[config.mk]
export PLATFORM = sky130hd
export DESIGN_NAME = fccw_ctrl
export DESIGN_NICKNAME = d
export VERILOG_FILES = /design/src/rtl/fccw_pkg.sv /design/src/rtl/fccw_ctrl.sv
export SDC_FILE = /design/constraint.sdc
export NUM_CORES = 1
export LEC_CHECK = 0
export BUFFER_PORTS_ARGS = -buffer_cell sky130_fd_sc_hd__buf_2
export CAP_MARGIN = 20
export CORE_AREA = 2 2 39 41
export CTS_BUF_LIST = sky130_fd_sc_hd__clkbuf_8
export CTS_CLUSTER_DIAMETER = 200
export DETAILED_ROUTE_END_ITERATION = 10
export DIE_AREA = 0 0 41 43
export PLACE_DENSITY = 0.7
export SYNTH_ARGS = -nofsm -noshare
export SYNTH_HDL_FRONTEND = slang
export SYNTH_SLANG_ARGS = --single-unit
[constraint.sdc]
create_clock -name clock -period 2.4 [get_ports clock]
set_input_delay 0.24 -clock clock [delete_from_list [all_inputs] [get_ports clock]]
set_output_delay 0.24 -clock clock [all_outputs]
set_load 0.02 [all_outputs]
[src/rtl/fccw_pkg.sv]
// shared types, constants and codes of the cluster chain table writer
package fccw_pkg;

   localparam int TABLE_WORDS_DEF = 4096;
   localparam int WORD_W          = 16;
   localparam int CLUSTER_W       = 16;
   localparam int BYTES_W         = 31;
   localparam int INDEX_W         = 12;
   localparam int CLW             = CLUSTER_W + 1;

   localparam logic [WORD_W-1:0]    END_MARK          = 16'hffff;
   localparam logic [CLUSTER_W-1:0] CLUSTER_BYTES_RST = 16'd512;

   typedef enum logic {
      OP_CHAIN = 1'b0,
      OP_READ  = 1'b1
   } op_type;

   typedef enum logic {
      CSR_WIDE_ENTRIES  = 1'b0,
      CSR_CLUSTER_BYTES = 1'b1
   } csr_idx_type;

   typedef struct packed {
      op_type               operation;
      logic [CLUSTER_W-1:0] first_cluster;
      logic [BYTES_W-1:0]   file_bytes;
      logic [INDEX_W-1:0]   word_index;
   } req_type;

   typedef struct packed {
      logic [CLUSTER_W-1:0] free_cluster;
      logic [WORD_W-1:0]    read_data;
      logic                 table_overflow;
   } rsp_type;

   typedef enum logic [2:0] {
      ST_CLEAR,
      ST_IDLE,
      ST_READ_ISSUE,
      ST_READ_WAIT,
      ST_ENTRY,
      ST_MERGE_LO,
      ST_MERGE_HI,
      ST_DONE
   } state_type;

   typedef enum logic [1:0] {
      RES_NONE,
      RES_READ,
      RES_LAST,
      RES_OVF
   } res_sel_type;

   typedef struct packed {
      logic        clear_write;
      logic        load_req;
      logic        rsv_sel;
      logic        rsv_idx;
      logic        read_req;
      logic        write_wide;
      logic        read_lo;
      logic        merge_lo;
      logic        read_hi;
      logic        merge_hi;
      logic        advance;
      res_sel_type res_sel;
      logic        load_rsp;
   } cmd_type;

   typedef struct packed {
      logic clear_last;
      logic fits;
      logic wide;
      logic split;
      logic last_entry;
   } status_type;

endpackage

[src/rtl/fccw_ctrl.sv]
// sequencer for clearing, table reads and chain writes
module fccw_ctrl (
   input  logic                  clock,
   input  logic                  reset,
   input  logic                  req_valid,
   output logic                  req_ready,
   input  fccw_pkg::op_type      req_op,
   output logic                  rsp_valid,
   input  logic                  rsp_ready,
   input  fccw_pkg::status_type  status,
   output fccw_pkg::cmd_type     cmd
);

   fccw_pkg::state_type state_ff, state_in;
   logic                rsv_active_ff, rsv_active_in;
   logic                rsv_idx_ff, rsv_idx_in;
   logic                marked_ff, marked_in;
   logic                rsp_valid_ff, rsp_valid_in;

   always_ff @(posedge clock) begin
      if (reset) begin
         state_ff      <= fccw_pkg::ST_CLEAR;
         rsv_active_ff <= 1'b0;
         rsv_idx_ff    <= 1'b0;
         marked_ff     <= 1'b0;
         rsp_valid_ff  <= 1'b0;
      end else begin
         state_ff      <= state_in;
         rsv_active_ff <= rsv_active_in;
         rsv_idx_ff    <= rsv_idx_in;
         marked_ff     <= marked_in;
         rsp_valid_ff  <= rsp_valid_in;
      end
   end

   always_comb begin
      logic entry_done;
      entry_done    = 1'b0;
      state_in      = state_ff;
      rsv_active_in = rsv_active_ff;
      rsv_idx_in    = rsv_idx_ff;
      marked_in     = marked_ff;
      rsp_valid_in  = rsp_valid_ff && !rsp_ready;
      cmd           = '0;
      cmd.res_sel   = fccw_pkg::RES_NONE;
      cmd.rsv_sel   = rsv_active_ff;
      cmd.rsv_idx   = rsv_idx_ff;
      req_ready     = state_ff == fccw_pkg::ST_IDLE;

      unique case (state_ff)
         fccw_pkg::ST_CLEAR: begin
            cmd.clear_write = 1'b1;
            if (status.clear_last) begin
               state_in = fccw_pkg::ST_IDLE;
            end
         end
         fccw_pkg::ST_IDLE: begin
            if (req_valid) begin
               cmd.load_req = 1'b1;
               if (req_op == fccw_pkg::OP_READ) begin
                  state_in = fccw_pkg::ST_READ_ISSUE;
               end else begin
                  state_in = fccw_pkg::ST_ENTRY;
                  if (!marked_ff) begin
                     rsv_active_in = 1'b1;
                     rsv_idx_in    = 1'b0;
                  end
               end
            end
         end
         fccw_pkg::ST_READ_ISSUE: begin
            cmd.read_req = 1'b1;
            state_in     = fccw_pkg::ST_READ_WAIT;
         end
         fccw_pkg::ST_READ_WAIT: begin
            cmd.res_sel = fccw_pkg::RES_READ;
            state_in    = fccw_pkg::ST_DONE;
         end
         fccw_pkg::ST_ENTRY: begin
            if (!status.fits) begin
               cmd.res_sel = fccw_pkg::RES_OVF;
               state_in    = fccw_pkg::ST_DONE;
            end else if (status.wide) begin
               cmd.write_wide = 1'b1;
               entry_done     = 1'b1;
            end else begin
               cmd.read_lo = 1'b1;
               state_in    = fccw_pkg::ST_MERGE_LO;
            end
         end
         fccw_pkg::ST_MERGE_LO: begin
            cmd.merge_lo = 1'b1;
            if (status.split) begin
               cmd.read_hi = 1'b1;
               state_in    = fccw_pkg::ST_MERGE_HI;
            end else begin
               entry_done = 1'b1;
            end
         end
         fccw_pkg::ST_MERGE_HI: begin
            cmd.merge_hi = 1'b1;
            entry_done   = 1'b1;
         end
         fccw_pkg::ST_DONE: begin
            if (!rsp_valid_ff || rsp_ready) begin
               cmd.load_rsp = 1'b1;
               rsp_valid_in = 1'b1;
               state_in     = fccw_pkg::ST_IDLE;
            end
         end
      endcase

      // entry written: step to the next one or finish the chain
      if (entry_done) begin
         if (rsv_active_ff) begin
            state_in = fccw_pkg::ST_ENTRY;
            if (!rsv_idx_ff) begin
               rsv_idx_in = 1'b1;
            end else begin
               rsv_active_in = 1'b0;
               marked_in     = 1'b1;
            end
         end else if (status.last_entry) begin
            cmd.res_sel = fccw_pkg::RES_LAST;
            state_in    = fccw_pkg::ST_DONE;
         end else begin
            cmd.advance = 1'b1;
            state_in    = fccw_pkg::ST_ENTRY;
         end
      end
   end

   assign rsp_valid = rsp_valid_ff;

endmodule

==> metrics.txt, run 1 <==
number of synthesized register bits=7; area of the die=1760 sq um; Syn Std Cell Area=515 sq um; Fill cells=152; worst-case clock buffer depth=2; syn_nets=between 70 and 80; actual slew at the worst max-slew pin=0.545 ns; Worst setup endpoint=cmd[2]; RR Startpoint=state_ff[0]$_SDFFE_PP0P_; leakage=0.320 nW; Setup Buffers After CTS=0; ANT nets after route=0; Crit-path slowest cell=dfxtp_1; yosys warns=0; Starting Density=37.3%; final WL=approximately 1.3 mm; Num CTS Buffers=3; post-route insts no fill=105; crit-path cells=a211oi_2 -> nor3_4 -> nand3b_2 -> nand2_1 -> buf_2; Rel. slew slack=63.6%; P_int=277 uW; Hold/Removal Path Class=input port to flop; clk_skew=0.00337 ns; data required time of the worst path=2.16 ns; Crit path depth=5; maximum fanout along the worst path=19; Comb pwr share=25.3%; DRT iter0 DRCs=10; pre-CTS WS=0.685 ns; Final Wtd Congestion=0.748; TritonCTS clock tree=done; max-cap violations=0; Hold Worst Slack=0.259 ns; row count=14; die height=43 um; Yosys cell types=29; Switching Power=131 uW; num ports=26; Clock Latency Late Sink=0.23 ns; kind of critical path=flop to primary output; Final Instance Area=666 sq um; 1st-pass router iterations=4; CTS hold repair buffers=0; Setup crit start=state_ff[0]$_SDFFE_PP0P_; status=finished clean; initial antenna violation count=0; RSZ-0062 raised after global routing=no; Worst-path clk slew=0.04 ns; Die X=41 um; largest net degree at the start of global routing=20; post-synthesis average cell area=~7.8 sq um; wire per inst=12.0 um; DRC violations left=0; first-pass GRT wire length=1.92 mm; Final setup viols=0; Yosys top cell by area=dfxtp_1; WP buf/inv=1; share of the synthesized area in the top cell type=27.2%; setup TNS=0 ns; reg2reg end=rsv_active_ff$_SDFF_PP0_; port bufs=25; Fin. Hold Viols=0; f_max=0.511 GHz; root buffer cell=clkbuf_8; IR drop worst, VDD=0.303 mV; Global Route Usage Sum=15.8%; CP endpoint kind=primary output; DR vias/cell=5.25; Area contributors post-synth=dfxtp_1, a21oi_1, buf_4, nor2_1, nand2b_1; sequential area share after synthesis=27.2%; via count=approximately 550; fin nets=100; post_cts resized=0; H-tree Lvls=1; sequential share of power=35.1%; total power=408 uW; Syn Inst Count=66; post-route setup slack=approximately 0.44 ns; min Tclk post-route=1.96 ns; placed cell area=621 sq um; core area=1380 sq um; Net Sw Frac=32.1%; startpoint type of the worst setup path=flop; ratio of cells with drive above 1 in the final layout=38.2%; Post-DP HPWL=965 um; vias in the first global route=460; Placed Cells=101; Slew Viols, Final=0; Cell Pwr Density=612 nW/um^2; clk sink count=7; # diodes=0; grt total ovfl=0; Max stage delay on crit path=roughly 0.66 ns; Layout area overhead=29.1%; final core utilization=48.1%; delay-heaviest family, CP=flip-flops; slack of the worst reg-to-reg path=0.77 ns; final period utilization=about four fifths; clock share of power=39.6%; r2r worst-path depth=4; Critical Path AT=1.72 ns
cell usage in the layout (no fill, tap or decap), types with 2 or more instances in the layout:
cell and count:
clkbuf_8 3, inv_1 2, nand2_1 5, dfxtp_1 7
o21a_1 2, nand2b_1 4, nor3_1 3, nor3b_1 3
a21oi_1 6, nor2_1 7, and3_1 2, and2_1 2
buf_2 25, a31oi_1 2, o21ai_0 2
cell families (layout without fill, tap and decap cells):
logic type      Yosys count  in the layout  synth area share [%]
flops                     7              7                  27.2
simple gates             32             32                  37.6
compound gates           19             19                  26.0
buf+inv                   8             31                  9.22
per-layer routing:
metal	vias up	part of all wire [%]	wire, um	global-route usage (%)
met5	-	0	0	0
met2	24	44	550	22.2
li1	279	-	-	-
met4	0	1.6	20	10.0
met3	2	7.5	94	1.57
met1	246	47	590	22.0
synth_stat cells:
| cell type | n |
|---|---|
| nor2_1 | 7 |
| a221oi_1 | 1 |
| nand2_1 | 5 |
| nor2b_1 | 1 |
| o21a_1 | 2 |
| o21ai_0 | 2 |
| nor3b_1 | 3 |
| o22ai_1 | 1 |
| a21oi_1 | 6 |
| a21boi_0 | 1 |
| inv_1 | 1 |
| buf_4 | 4 |
| buf_2 | 2 |
| dfxtp_1 | 7 |
| a311oi_1 | 1 |
| a21o_1 | 1 |
| and3_1 | 2 |
| nor3_1 | 3 |
| a211oi_2 | 1 |
| a31oi_1 | 2 |
| and2_1 | 2 |
| nor4b_2 | 1 |
| nand3b_2 | 1 |
| nand3_1 | 1 |
| nand2b_1 | 4 |
| a221oi_2 | 1 |
| nand3b_1 | 1 |
| nor3_4 | 1 |
| inv_2 | 1 |
registers in the layout, summed over array words and instances (netlist names):
signal and flops:
state_ff 3, marked_ff 1, rsp_valid 1, rsv_active_ff 1, rsv_idx_ff 1
final cells by class:
type	count	area, sq um	area share (%)
Clock buffer	3	41.3	6.20
Inverter	2	7.51	1.13
Clock inverter	1	3.75	0.564
Timing Repair Buffer	25	125	18.8
Sequential cell	7	140	21.1
Multi-Input combinational cell	51	328	49.2
Tap cell	16	20.0	3.01
worst reg2reg max path: stages (launching register included):
cell,delay (ns)
dfxtp_1,0.66
nand2_1,0.26
nor4b_2,0.33
nor2_1,0.06
a311oi_1,0.23
power by group through the flow:
stage	clock network, mW	registers, mW	logic [mW]
2_1_floorplan	0	0.129	0.0914
3_3_place_gp	0	0.143	0.102
3_5_place_dp	0	0.145	0.103
4_1_cts	0.166	0.143	0.103
5_1_grt	0.171	0.146	0.112
6_report	0.162	0.143	0.103
worst min-delay path by stage:
| stage | from | endpoint | slack (ns) | cells past startpoint |
|---|---|---|---|---|
| floorplan | reset | state_ff[0]$_SDFFE_PP0P_ | 0.31 | 1 |
| global placement | marked_ff$_SDFFE_PP0P_ | marked_ff$_SDFFE_PP0P_ | 0.49 | 2 |
| detailed placement | marked_ff$_SDFFE_PP0P_ | marked_ff$_SDFFE_PP0P_ | 0.50 | 2 |
| CTS | reset | state_ff[0]$_SDFFE_PP0P_ | 0.26 | 2 |
| global route | reset | state_ff[0]$_SDFFE_PP0P_ | 0.26 | 2 |
| finish | reset | state_ff[0]$_SDFFE_PP0P_ | 0.26 | 2 |
No activity file was read; power rests on OpenSTA's default activity.
==> run 2, diff against run 1 <==
--- a/config.mk
+++ b/config.mk
@@ -12,7 +12,7 @@
 export CTS_CLUSTER_DIAMETER = 200
 export DETAILED_ROUTE_END_ITERATION = 10
 export DIE_AREA = 0 0 41 43
-export PLACE_DENSITY = 0.7
+export PLACE_DENSITY = 0.72
 export SYNTH_ARGS = -nofsm -noshare
 export SYNTH_HDL_FRONTEND = slang
 export SYNTH_SLANG_ARGS = --single-unit
==> constraint.sdc (replaced) <==
create_clock -name clock -period 1.6 [get_ports clock]
set_input_delay 0.16 -clock clock [delete_from_list [all_inputs] [get_ports clock]]
set_output_delay 0.16 -clock clock [all_outputs]
set_load 0.02 [all_outputs]
==> run 2 against run 1 <==
Effect of this change:
- clock power is 48% higher
- worst hold slack worse by 0.079 ns
- critical path depth decreased by 1
- highest routed layer unchanged
- design area rose by 10%
- via count increased by 8.0%
- final cell count grew 5.7%
- count of clock-buffer cells in the layout did not move
==> metrics.txt, run 2 (synthesis results as in run 1) <==
status=finished clean; largest net degree at the start of global routing=12; DRC violations left=0; Clock Latency Late Sink=0.23 ns; Fin. Hold Viols=0; r2r worst-path depth=6; final WL=1.40 mm; Switching Power=201 uW; Starting Density=37.3%; Die X=roughly 41 um; Critical Path AT=1.41 ns; RSZ-0062 raised after global routing=yes; clk sink count=7; maximum fanout along the worst path=5; wire per inst=12.6 um; CP endpoint kind=primary output; startpoint type of the worst setup path=flop; f_max=0.637 GHz; leakage=0.371 nW; Slew Viols, Final=0; Post-DP HPWL=948 um; Comb pwr share=30.4%; root buffer cell=clkbuf_8; Layout area overhead=42.0%; clock share of power=between 30% and 40%; Rel. slew slack=77.7%; max-cap violations=0; total power=~630 uW; Final setup viols=0; initial antenna violation count=0; IR drop worst, VDD=roughly 0.41 mV; clk_skew=0.000814 ns; Cell Pwr Density=864 nW/um^2; final core utilization=52.9%; sequential share of power=31.8%; # diodes=0; Hold Worst Slack=0.180 ns; Top reg by flops=state_ff; Hold Path Stages=2; Min-Delay Startpoint=reset; ratio of cells with drive above 1 in the final layout=45.3%; Final Instance Area=about 730 sq um; min Tclk post-route=1.57 ns; P_int=431 uW; port bufs=25; Global Route Usage Sum=14.1%; most common cell after layout, fill and taps aside=buf_2; 1st-pass router iterations=5; grt total ovfl=0; DR vias/cell=5.36; area of the die=1760 sq um; Final Wtd Congestion=slightly above 0.8; H-tree Lvls=1; core area=about 1400 sq um; fin nets=between 100 and 150; Largest register FFs=3; data required time of the worst path=1.44 ns; RR Startpoint=state_ff[0]$_SDFFE_PP0P_; die height=43 um; vias in the first global route=between 400 and 500; placed cell area=643 sq um; slack of the worst reg-to-reg path=roughly 0.20 ns; DRT iter0 DRCs=14; CTS hold repair buffers=0; WHS Endpoint=state_ff[0]$_SDFFE_PP0P_; Worst-path clk slew=0.04 ns; TritonCTS clock tree=done; ANT nets after route=0; Num CTS Buffers=3; Hold/Removal Path Class=input port to flop; kind of critical path=flop to primary output; final period utilization=between 90% and 100%; worst-case clock buffer depth=2; most frequent cells in the layout=buf_2, buf_4, nor2_1, a21oi_1; num ports=26; Net Sw Frac=31.9%; actual slew at the worst max-slew pin=0.333 ns; first-pass GRT wire length=between 1.5 and 2 mm; via count=595; reg2reg end=marked_ff$_SDFFE_PP0P_; row count=14
-- run 2: repair_timing --
action / CTS / global route
setup endpoints to repair: 2 / 2
cloned: 0 / 0
pin swaps: 0 / 2
resized for setup: 1 / 5
setup buffers: 0 / 3
hold endpoints to repair: 0 / 0
-- run 2: cell type report --
type,instances,area (sq um)
flip-flops and latches,7,143
multi-input cells,51,342
clock inverters,1,3.75
well taps,16,20.0
fillers,145,652
clock buffers,3,41.3
repair buffers,31,175
inverters,2,7.51
-- run 2: per-stage QoR --
step	instances	setup TNS [ns]	setup WS (ns)
2_1_floorplan	66	0	0.132
4_1_cts	108	0	0.0212
5_1_grt	111	-0.0464	-0.0364
3_5_place_dp	104	0	0.194
6_report	111	0	0.0294
3_3_place_gp	104	0	0.260
-- run 2: critical path: stages, from the launching register on --
cell     delay [ns]
dfxtp_2        0.33
o21a_1         0.20
nor3_4         0.28
nor3b_2        0.21
buf_4          0.16
-- run 2: worst max path at each step --
stage,start,end,depth (start not counted)
floorplan,state_ff[2]$_SDFFE_PP0P_,cmd[3],4
global placement,state_ff[0]$_SDFFE_PP0P_,cmd[3],4
detailed placement,state_ff[0]$_SDFFE_PP0P_,cmd[2],5
CTS,state_ff[1]$_SDFFE_PP0P_,cmd[2],5
global route,state_ff[1]$_SDFFE_PP0P_,cmd[3],4
finish,state_ff[1]$_SDFFE_PP0P_,cmd[3],4
-- run 2: routing by layer --
layer / vias up / GRT usage [%] / routed length (um)
met4: 0 / 9.33 / 16
li1: 295 / - / -
met5: - / 0 / 0
met2: 33 / 19.1 / 620
met3: 2 / 3.14 / 127
met1: 265 / 19.1 / 631
-- run 2: power groups by stage --
stage / sequential (mW) / clock, mW / combinational (mW)
final: 0.201 / 0.239 / 0.192
after floorplan: 0.193 / 0 / 0.137
after detailed placement: 0.202 / 0 / 0.179
after CTS: 0.200 / 0.242 / 0.180
after global placement: 0.201 / 0 / 0.178
after global routing: 0.203 / 0.254 / 0.207
